File: src/rtl/core/mt_pkg.sv
// MT19937 generator package: table geometry, recurrence and tempering constants,
// and the command/status structs between the controller and the datapath.
// No dependencies.
`timescale 1ns / 1ps
`default_nettype none

package mt_pkg;

  localparam int unsigned StateWords  = 624;
  localparam int unsigned TwistOffset = 397;
  localparam int unsigned AddrW       = $clog2(StateWords);
  localparam int unsigned PosW        = 10;

  localparam logic [AddrW-1:0] LastAddr   = AddrW'(StateWords - 1);
  localparam logic [AddrW-1:0] FarFirst   = AddrW'(TwistOffset);
  localparam logic [PosW-1:0]  PosFull    = PosW'(StateWords);
  localparam logic [PosW-1:0]  PosNever   = PosW'(StateWords + 1);

  localparam logic [31:0] DefaultSeed = 32'd5489;
  localparam logic [31:0] SeedMult    = 32'd1812433253;
  localparam logic [31:0] TwistXor    = 32'h9908b0df;
  localparam logic [31:0] TemperB     = 32'h9d2c5680;
  localparam logic [31:0] TemperC     = 32'hefc60000;

  localparam logic KindSeed = 1'b0;
  localparam logic KindDraw = 1'b1;

  typedef struct packed {
    logic seed_start;  // write word 0 and load the recurrence register
    logic seed_def;    // seed source is the default seed
    logic seed_step;   // write one word of the seed recurrence
    logic tw_prime;    // issue the first twist reads
    logic tw_step;     // write one twisted word, issue the next reads
    logic load_out;    // temper the fetched word into the output register
  } mt_cmd_t;

  typedef struct packed {
    logic never_seeded;
    logic exhausted;
    logic idx_last;
  } mt_stat_t;

endpackage

`default_nettype wire

File: src/rtl/core/mt_ctrl.sv
// MT19937 controller: one-hot sequencer over seed fill, table twist and draw.
// Depends on mt_pkg.
`timescale 1ns / 1ps
`default_nettype none

module mt_ctrl (
  input  wire logic             clk_i,
  input  wire logic             rst_ni,
  input  wire logic             in_valid_i,
  output logic                  in_ready_o,
  input  wire logic             kind_i,
  output logic                  out_valid_o,
  input  wire logic             out_ready_i,
  input  wire mt_pkg::mt_stat_t stat_i,
  output mt_pkg::mt_cmd_t       cmd_o
);
  import mt_pkg::*;

  typedef enum logic [4:0] {
    S_IDLE  = 5'b00001,
    S_SEED  = 5'b00010,
    S_TWRD  = 5'b00100,
    S_TWIST = 5'b01000,
    S_OUT   = 5'b10000
  } state_e;

  state_e state_q, state_d;
  logic   pend_q, pend_d;
  logic   out_valid_q, out_valid_d;
  logic   accept;
  logic   out_free;

  assign in_ready_o  = (state_q == S_IDLE);
  assign accept      = in_valid_i && in_ready_o;
  assign out_valid_o = out_valid_q;
  assign out_free    = !out_valid_q || out_ready_i;

  always_comb begin
    state_d     = state_q;
    pend_d      = pend_q;
    cmd_o       = '0;
    out_valid_d = out_valid_q && !out_ready_i;
    unique case (state_q)
      S_IDLE: begin
        if (accept) begin
          if (kind_i == KindSeed) begin
            cmd_o.seed_start = 1'b1;
            pend_d           = 1'b0;
            state_d          = S_SEED;
          end else if (stat_i.never_seeded) begin
            // draw before any seed: fill with the default seed, then twist
            cmd_o.seed_start = 1'b1;
            cmd_o.seed_def   = 1'b1;
            pend_d           = 1'b1;
            state_d          = S_SEED;
          end else if (stat_i.exhausted) begin
            state_d = S_TWRD;
          end else begin
            state_d = S_OUT;
          end
        end
      end
      S_SEED: begin
        cmd_o.seed_step = 1'b1;
        if (stat_i.idx_last) begin
          state_d = pend_q ? S_TWRD : S_IDLE;
          pend_d  = 1'b0;
        end
      end
      S_TWRD: begin
        cmd_o.tw_prime = 1'b1;
        state_d        = S_TWIST;
      end
      S_TWIST: begin
        cmd_o.tw_step = 1'b1;
        if (stat_i.idx_last) begin
          state_d = S_OUT;
        end
      end
      S_OUT: begin
        if (out_free) begin
          cmd_o.load_out = 1'b1;
          out_valid_d    = 1'b1;
          state_d        = S_IDLE;
        end
      end
      default: begin
        state_d = S_IDLE;
      end
    endcase
  end

  always_ff @(posedge clk_i or negedge rst_ni) begin
    if (!rst_ni) begin
      state_q     <= S_IDLE;
      pend_q      <= 1'b0;
      out_valid_q <= 1'b0;
    end else begin
      state_q     <= state_d;
      pend_q      <= pend_d;
      out_valid_q <= out_valid_d;
    end
  end

endmodule

`default_nettype wire

File: config.mk
export PLATFORM = sky130hd
export DESIGN_NAME = mt_ctrl
export DESIGN_NICKNAME = d
export VERILOG_FILES = /design/src/rtl/core/mt_pkg.sv /design/src/rtl/core/mt_ctrl.sv
export SDC_FILE = /design/constraint.sdc
export NUM_CORES = 1
export LEC_CHECK = 0
export ABC_AREA = 1
export BUFFER_PORTS_ARGS = -buffer_cell sky130_fd_sc_hd__buf_2
export CAP_MARGIN = 20
export CORE_AREA = 2 2 39 41
export DETAILED_ROUTE_END_ITERATION = 6
export DIE_AREA = 0 0 41 43
export HOLD_SLACK_MARGIN = 0.05
export MAX_ROUTING_LAYER = met4
export PLACE_DENSITY = 0.68
export SLEW_MARGIN = 40
export SYNTH_ARGS = -nofsm -noshare
export SYNTH_HDL_FRONTEND = slang
export SYNTH_SLANG_ARGS = --single-unit
File: constraint.sdc
create_clock -name clk_i -period 1.2 [get_ports clk_i]
set_clock_uncertainty 0.05 [all_clocks]
set_input_delay 0.18 -clock clk_i [delete_from_list [all_inputs] [get_ports clk_i]]
set_output_delay 0.18 -clock clk_i [all_outputs]
set_load 0.01 [all_outputs]
==> results of run 1 <==
-- power groups by stage --
stage / clock network (mW) / registers (mW) / logic (mW)
3_3_place_gp: 0 / 0.409 / 1.15
3_5_place_dp: 0 / 0.414 / 1.17
5_1_grt: 0.239 / 0.429 / 1.59
6_report: 0.224 / 0.419 / 1.46
2_1_floorplan: 0 / 0.416 / 0.767
4_1_cts: 0.229 / 0.413 / 1.33
-- cells in the final DEF, fill, tap and decap left out, types with 2 or more instances in the layout --
master	Yosys	final
buf_2	0	12
buf_4	0	20
buf_6	0	3
clkbuf_4	0	3
dfrtp_1	6	6
inv_1	14	14
inv_2	4	4
nand2_1	16	15
nand2_2	5	5
nand2_4	1	2
nand3_1	3	2
nand4_1	3	3
nor2_1	11	9
nor2_2	2	3
nor2_4	2	3
o21ai_0	3	3
o21ai_1	2	2
-- final timing paths --
path	endpoint	start	depth (start not counted)	slack, ns
setup / recovery	cmd_o[4]	state_q[0]	5	-0.38
hold / removal	out_valid_o	out_ready_i	2	0.09
setup reg to reg	state_q[4]	state_q[0]	8	-0.22
hold reg to reg	pend_q	pend_q	2	0.49
max in group asynchronous	state_q[0]	rst_ni	2	0.64
min in group asynchronous	state_q[1]	rst_ni	2	0.23
-- cell type report --
type | instances | area (um2)
fill | 123 | 500
tap | 16 | 20.0
multi-input combinational | 53 | 339
timing repair buffer | 36 | 254
inverter | 18 | 67.6
clock buffer | 4 | 26.3
sequential | 7 | 176
-- sequential cells by signal, summed over array words and instances, names as in the netlist --
register and count:
state_q 5, out_valid_o 1, pend_q 1
-- cells in the mapped netlist --
cell type | count | area, um2
dfrtp_1 | 6 | 150
nand2_1 | 16 | 60.1
nor2_2 | 2 | 12.5
inv_1 | 14 | 52.6
nand3_1 | 3 | 15.0
o21ai_0 | 3 | 15.0
nand4_1 | 3 | 18.8
nor2_8 | 1 | 20.0
nand2_2 | 5 | 31.3
a21oi_2 | 1 | 8.76
o21ai_1 | 2 | 10.0
inv_2 | 4 | 15.0
nand2_4 | 1 | 11.3
dfstp_2 | 1 | 26.3
nor2_4 | 2 | 22.5
nor4_2 | 1 | 12.5
a22oi_1 | 1 | 7.51
nor2_1 | 11 | 41.3
nor3_2 | 1 | 10.0
-- layer usage --
layer,GRT usage,vias up,part of all wire
met5,-,-,0
met4,0.100,0,0.0085
met1,0.189,277,0.43
met2,0.281,12,0.53
met3,0.0314,2,0.023
li1,-,319,-
-- logic make-up after synthesis --
kind of cell / after synthesis / synth area share
DFF: 7 / 0.326
AOI/OAI and AO/OA: 7 / 0.0764
and+or+nand+nor: 46 / 0.472
buffers and inverters: 18 / 0.125
-- repair_timing --
item,4_1_cts,5_1_grt
endpoints found under the hold margin,7,0
hold buffers,1,0
setup buffers,7,2
pin swaps,4,5
resized for setup,4,3
setup endpoints to repair,12,13
==> impl_metrics.env, run 1 <==
export IMPL_status="finished with violations"
export IMPL_violations="negative setup slack"
export IMPL_setup_viol=12
export IMPL_die_area_mm2=0.00176
export IMPL_crit_fanout=4
export IMPL_rsz0062_at_grt="true"
export IMPL_fin_ws_ns=-0.377
export IMPL_clk_insertion_delay_late_ns=0.25
export IMPL_synth_area_um2=541
export IMPL_crit_path_max_incr_delay_ns=0.57
export IMPL_arrival_ns=1.35
export IMPL_cp_cell_sequence="nand2_4 > nor2_8 > inv_2 > nor4_4 > buf_2"
export IMPL_placed_area_um2=742
export IMPL_crit_path_end_kind="primary output"
export IMPL_portBuffers=15
export IMPL_instances_no_fill=134
export IMPL_drt_total_wl_um=1410
export IMPL_powerDensity_mw_per_mm2=2390
export IMPL_synth_cell_types=19
export IMPL_synth_area_per_cell_um2=6.93
export IMPL_design_area_um2=883
export IMPL_leakagePower_nw=0.509
export IMPL_fin_tns_setup_ns=-3.03
export IMPL_vias_per_cell=4.55
export IMPL_n_antenna_cell=0
export IMPL_die_w_um=41
export IMPL_finalPower_mw=2.11
export IMPL_synth_nets=86
export IMPL_start_util=0.391
export IMPL_ios=16
export IMPL_drc_errors=0
export IMPL_dpl_hpwl_um=984
export IMPL_hold_path_class="in2reg"
export IMPL_slowest_stage="dfstp_2"
export IMPL_grt_pass1_vias=520
export IMPL_slew_violations=0
export IMPL_dp_cells=120
export IMPL_grt_antenna_before_repair=0
export IMPL_yosysSeqAreaShare=0.326
export IMPL_grt_first_pass_wirelength_um=1960
export IMPL_synth_cells=78
export IMPL_core_area_mm2=0.00138
export IMPL_ys_ff_latch=7
export IMPL_relSlewSlack=0.845
export IMPL_p_sw_uw=924
export IMPL_fmax_ghz=0.634
export IMPL_max_cap_violations=0
export IMPL_wl_per_cell_um=10.5
export IMPL_critical_path_required_ns=0.97
export IMPL_post_route_min_period_ns=1.58
export IMPL_pre_cts_ws_ns=-0.133
export IMPL_fin_nets=127
export IMPL_clockPowerShare=0.106
export IMPL_critPathKind="reg2out"
export IMPL_critPathLaunchType="flop"
export IMPL_grt_overflow_total=0
export IMPL_drtIter0Drc=13
export IMPL_place_congestion=0.835
export IMPL_clock_sinks=7
export IMPL_vias=610
export IMPL_cp_buffers_inverters=2
export IMPL_track_usage=0.174
export IMPL_fin_util=0.638
export IMPL_die_y_um=43
export IMPL_whs_ns=0.0897
export IMPL_timing_final_hold_violations=0
export IMPL_cts_buffers_inserted=3
export IMPL_critPathTopFamily="flip-flops"
export IMPL_h_tree_depth=1
export IMPL_area_delta_synth_final_pct=63.4
export IMPL_path_clk_slew_ns=0.06
export IMPL_pwr_share_seq=0.199
export IMPL_combPwrFrac=0.695
export IMPL_ant_nets=0
export IMPL_irDropWorstVdd_mv=0.905
export IMPL_tightest_slew_ns=0.233
export IMPL_p_sw_frac=0.439
export IMPL_cts_tree="done"
export IMPL_num_rows=14
export IMPL_intPower_mw=1.18
export IMPL_fin_crit_sh=1.31
export IMPL_drive_gt1_frac=0.525
export IMPL_yosys_warnings=0
export IMPL_grt_max_degree=8
export IMPL_dr_pass1_iters=4
export IMPL_clockBufferDepth=2
export IMPL_root_buffer="clkbuf_4"
No activity file was read; power rests on OpenSTA's default activity.
==> inputs of run 2 (changes only) <==
--- a/config.mk
+++ b/config.mk
@@ -14,6 +14,7 @@
 export HOLD_SLACK_MARGIN = 0.05
 export MAX_ROUTING_LAYER = met4
 export PLACE_DENSITY = 0.68
+export SKIP_CTS_REPAIR_TIMING = 1
 export SLEW_MARGIN = 40
 export SYNTH_ARGS = -nofsm -noshare
 export SYNTH_HDL_FRONTEND = slang
==> run 2 against run 1 <==
Net effect: the run still ends with negative setup slack left; fmax decreased by 1.3%; sequential cell count is the same; sequential share of layout area rose by 0.89 points; via count decreased by 2.5%; die area unchanged; clock power increased by 2%; worst setup slack worse by 0.022 ns; worst hold slack got worse by 0.0071 ns; first-iteration DRC count shrank 15%.
==> impl_metrics.env, run 2 (synthesized netlist as in run 1, its figures left out) <==
export IMPL_status="finished with violations"
export IMPL_violations="negative setup slack"
export IMPL_p_sw_frac=0.452
export IMPL_finalPower_mw=2.02
export IMPL_h_tree_depth=1
export IMPL_cp_cell_sequence="nor2_4 > nand2_4 > nor2_8 > inv_2 > nor4_4 > buf_2"
export IMPL_fin_ws_ns=-0.398
export IMPL_setup_viol=12
export IMPL_ios=16
export IMPL_vias_per_cell=4.58
export IMPL_track_usage=0.163
export IMPL_start_util=0.391
export IMPL_fmax_ghz=0.626
export IMPL_wl_per_cell_um=9.99
export IMPL_design_area_um2=846
export IMPL_area_delta_synth_final_pct=56.5
export IMPL_crit_fanout=4
export IMPL_dpl_hpwl_um=984
export IMPL_hold_path_depth=2
export IMPL_p_sw_uw=912
export IMPL_tightest_slew_ns=0.236
export IMPL_ant_nets=0
export IMPL_die_y_um=43
export IMPL_irDropWorstVdd_mv=0.940
export IMPL_holdCritStartpoint="out_ready_i"
export IMPL_drive_gt1_frac=0.491
export IMPL_path_clk_slew_ns=0.06
export IMPL_fin_nets=123
export IMPL_die_w_um=41
export IMPL_grt_pass1_vias=496
export IMPL_grt_max_degree=8
export IMPL_n_antenna_cell=0
export IMPL_place_congestion=0.835
export IMPL_drt_total_wl_um=1300
export IMPL_r2r_cells=10
export IMPL_critPathKind="reg2out"
export IMPL_core_area_mm2=0.00138
export IMPL_intPower_mw=1.10
export IMPL_clockBufferDepth=2
export IMPL_top_register="state_q"
export IMPL_placed_area_um2=742
export IMPL_cts_tree="done"
export IMPL_clk_insertion_delay_late_ns=0.26
export IMPL_num_rows=14
export IMPL_clockPowerShare=0.113
export IMPL_ff2ff_setup_slack_ns=-0.21
export IMPL_timing_final_hold_violations=0
export IMPL_vias=595
export IMPL_arrival_ns=1.37
export IMPL_slew_violations=0
export IMPL_relSlewSlack=0.841
export IMPL_critical_path_required_ns=0.97
export IMPL_critPathLaunchType="flop"
export IMPL_crit_path_end_kind="primary output"
export IMPL_root_buffer="clkbuf_4"
export IMPL_post_route_min_period_ns=1.60
export IMPL_grt_overflow_total=0
export IMPL_layout_commonest_cell="nand2_1"
export IMPL_rsz0062_at_grt="true"
export IMPL_grt_antenna_before_repair=0
export IMPL_rr_startpoint="state_q[2]"
export IMPL_powerDensity_mw_per_mm2=2380
export IMPL_min_to="out_valid_o"
export IMPL_drtIter0Drc=11
export IMPL_combPwrFrac=0.677
export IMPL_mostFrequentLayoutCells="nand2_1, buf_2, buf_4, inv_1, nor2_1"
export IMPL_fin_tns_setup_ns=-2.94
export IMPL_n_fill_cell=131
export IMPL_pre_cts_ws_ns=-0.133
export IMPL_pwr_share_seq=0.210
export IMPL_fin_crit_sh=1.33
export IMPL_crit_path_max_incr_delay_ns=0.42
export IMPL_reg2reg_to="pend_q"
export IMPL_clock_sinks=7
export IMPL_portBuffers=15
export IMPL_cts_buffers_inserted=3
export IMPL_slowest_stage="dfrtp_1"
export IMPL_largest_reg_flops=5
export IMPL_max_cap_violations=0
export IMPL_grt_first_pass_wirelength_um=1840
export IMPL_dr_pass1_iters=4
export IMPL_hold_path_class="in2reg"
export IMPL_drc_errors=0
export IMPL_leakagePower_nw=0.500
export IMPL_die_area_mm2=0.00176
## run 2: cell count changes in the layout (fill, tap and decap cells not counted), sizes merged
cell | before | now
buf | 35 | 31
## run 2: layout make-up
type	instances	area (um2)	share of cell area
repair buffers	32	219	0.259
well taps	16	20.0	0.0237
multi-input cells	53	337	0.398
flip-flops and latches	7	176	0.209
clock buffers	4	26.3	0.0311
inverters	18	67.6	0.0799
## run 2: per-layer routing
layer / track usage / part of all wire / vias up
li1: - / - / 309
met1: 0.182 / 0.42 / 258
met2: 0.253 / 0.50 / 23
met3: 0.0314 / 0.052 / 5
met4: 0.100 / 0.028 / 0
met5: - / 0 / -
## run 2: worst max-delay path, delay by kind of cell (launching register included)
family,cells,cell delay [ns]
flip-flops,1,0.42
AND/OR/NAND/NOR,4,0.47
buffers and inverters,2,0.21
## run 2: per-stage QoR
step	hold WS, ns	utilization	cells
CTS	-0.304	0.555	124
global route	0.0989	0.611	130
detailed placement	-0.0269	0.536	120
global placement	-0.0288	0.536	120
floorplan	-0.166	-	78
finish	0.0826	0.611	130
## run 2: how the worst max path moves through the flow
stage                           from         end  slack [ns]  cells past startpoint
final                     state_q[2]    cmd_o[4]       -0.40                      6
after global routing      state_q[2]    cmd_o[4]       -0.44                      6
after CTS                 state_q[0]    cmd_o[4]       -0.42                      5
after detailed placement  state_q[0]    cmd_o[4]       -0.13                      5
after global placement    state_q[0]  state_q[4]       -0.12                      7
after floorplan           state_q[3]    cmd_o[4]       -0.07                      5
## run 2: power groups by stage
stage	registers [mW]	clock network [mW]	logic (mW)
floorplan	0.416	0	0.767
global placement	0.409	0	1.15
detailed placement	0.414	0	1.17
CTS	0.410	0.229	1.17
global route	0.432	0.239	1.49
finish	0.423	0.228	1.36
==> inputs of run 3 (changes only) <==
--- a/config.mk
+++ b/config.mk
@@ -11,6 +11,7 @@
 export CORE_AREA = 2 2 39 41
 export DETAILED_ROUTE_END_ITERATION = 6
 export DIE_AREA = 0 0 41 43
+export GPL_TIMING_DRIVEN = 0
 export HOLD_SLACK_MARGIN = 0.05
 export MAX_ROUTING_LAYER = met4
 export PLACE_DENSITY = 0.68
==> run 3 against run 2 <==
Net effect: the flow still finishes with violations (negative setup slack); clock-buffer cell count stayed put; design area decreased by 6.2%; sequential cell count unchanged; global-route usage decreased by 1.4 points; routed wire length decreased by 4.1%; non-clock buffer count shrank 8; sequential power increased by 5.7%; fmax down 2.5%; worst hold slack better by 0.0078 ns; final cell count down 6.2%; first-iteration DRC count down 36%; largest cell class unchanged.
==> impl_metrics.env, run 3 (synthesized netlist as in run 1, its figures left out) <==
export IMPL_status="finished with violations"
export IMPL_violations="negative setup slack"
export IMPL_slew_violations=0
export IMPL_cp_buffers_inverters=2
export IMPL_pre_cts_ws_ns=-0.218
export IMPL_ff2ff_setup_slack_ns=-0.19
export IMPL_cp_cell_sequence="nor2_4 > nand2_4 > nor2_8 > inv_2 > nor4_4 > buf_2"
export IMPL_relSlewSlack=0.848
export IMPL_portBuffers=15
export IMPL_grt_overflow_total=0
export IMPL_place_congestion=0.830
export IMPL_mostFrequentLayoutCells="nand2_1, inv_1, buf_2, nor2_1, buf_4"
export IMPL_critical_path_required_ns=0.97
export IMPL_track_usage=0.149
export IMPL_clockBufferDepth=2
export IMPL_clk_insertion_delay_late_ns=0.25
export IMPL_cts_tree="done"
export IMPL_slowest_stage="dfrtp_1"
export IMPL_root_buffer="clkbuf_4"
export IMPL_cts_buffers_inserted=3
export IMPL_critPathTopFamily="simple AND/OR/NAND/NOR gates"
export IMPL_reg2reg_to="state_q[0]"
export IMPL_wl_per_cell_um=10.2
export IMPL_n_antenna_cell=0
export IMPL_die_area_mm2=0.00176
export IMPL_critPathLaunchType="flop"
export IMPL_clock_sinks=7
export IMPL_tightest_slew_ns=0.228
export IMPL_leakagePower_nw=0.448
export IMPL_drive_gt1_frac=0.500
export IMPL_fin_ws_ns=-0.439
export IMPL_n_fill_cell=124
export IMPL_rsz0062_at_grt="true"
export IMPL_start_util=0.391
export IMPL_largest_reg_flops=5
export IMPL_multi_input_area_um2=339
export IMPL_holdCritStartpoint="out_ready_i"
export IMPL_min_to="out_valid_o"
export IMPL_timing_final_hold_violations=0
export IMPL_finalPower_mw=1.79
export IMPL_top_register="state_q"
export IMPL_dpl_hpwl_um=887
export IMPL_drt_total_wl_um=1250
export IMPL_irDropWorstVdd_mv=1.01
export IMPL_die_y_um=43
export IMPL_grt_max_degree=8
export IMPL_hold_path_depth=2
export IMPL_ios=16
export IMPL_grt_first_pass_wirelength_um=1770
export IMPL_placed_area_um2=659
export IMPL_regArea_um2=179
export IMPL_powerDensity_mw_per_mm2=2260
export IMPL_area_delta_synth_final_pct=46.8
export IMPL_grt_pass1_vias=467
export IMPL_layout_commonest_cell="nand2_1"
export IMPL_fin_util=0.573
export IMPL_ant_nets=0
export IMPL_max_cap_violations=0
export IMPL_core_area_mm2=0.00138
export IMPL_crit_path_max_incr_delay_ns=0.43
export IMPL_crit_fanout=4
export IMPL_setup_viol=11
export IMPL_crit_path_end_kind="primary output"
export IMPL_vias=565
export IMPL_design_area_um2=793
export IMPL_dr_pass1_iters=4
export IMPL_path_clk_slew_ns=0.06
export IMPL_drtIter0Drc=7
export IMPL_fin_crit_sh=1.37
export IMPL_arrival_ns=1.41
export IMPL_num_rows=14
export IMPL_die_w_um=41
export IMPL_fin_nets=115
export IMPL_rr_startpoint="state_q[2]"
export IMPL_grt_antenna_before_repair=0
export IMPL_post_route_min_period_ns=1.64
export IMPL_fmax_ghz=0.610
export IMPL_critPathKind="reg2out"
export IMPL_h_tree_depth=1
export IMPL_hold_path_class="in2reg"
export IMPL_drc_errors=0
export IMPL_r2r_cells=9
export IMPL_vias_per_cell=4.63
-- run 3: cell types whose count changed in the layout (fill, tap and decap cells not counted), sizes merged --
cell	delta
buf	-8
-- run 3: worst max-delay path by stage --
stage | from | endpoint | slack [ns] | cells after the start
2_1_floorplan | state_q[3] | cmd_o[4] | -0.07 | 5
5_1_grt | state_q[2] | cmd_o[4] | -0.49 | 6
3_5_place_dp | state_q[3] | cmd_o[4] | -0.22 | 6
3_3_place_gp | state_q[3] | cmd_o[4] | -0.19 | 6
6_report | state_q[2] | cmd_o[4] | -0.44 | 6
4_1_cts | state_q[3] | cmd_o[4] | -0.49 | 6
-- run 3: final cells by class --
cell class / instances / area share
Inverter: 18 / 0.0852
Sequential cell: 7 / 0.226
Tap cell: 16 / 0.0252
Timing Repair Buffer: 24 / 0.203
Clock buffer: 4 / 0.0331
Multi-Input combinational cell: 53 / 0.427
-- run 3: layer usage --
layer	wire, um	up-vias	GRT usage	share of wire
li1	-	295	-	-
met1	554	259	0.172	0.44
met2	661	11	0.250	0.53
met3	31	0	0	0.025
met4	0	0	0.0800	0
met5	0	-	-	0
-- run 3: power by group --
group / switching, mW / internal, mW / total (mW)
logic: 0.638 / 0.483 / 1.12
clock network: 0.0962 / 0.128 / 0.224
registers: 0.117 / 0.330 / 0.447
-- run 3: through the flow --
step	setup TNS [ns]	hold slack [ns]	std cells
finish	-2.88	0.0904	122
global route	-3.65	0.108	122
CTS	-2.86	-0.297	113
detailed placement	-0.930	-0.0285	109
global placement	-0.851	-0.0272	109
floorplan	-0.218	-0.166	78
-- run 3: worst reg2reg max path, stage by stage, from the launching register on --
cell     delay (ns)
dfrtp_1        0.43
nor2_4         0.18
nand2_4        0.09
buf_4          0.15
nor2_4         0.12
buf_6          0.11
nand2_1        0.04
nand2_1        0.05
nand2_1        0.05
nand2_1        0.06
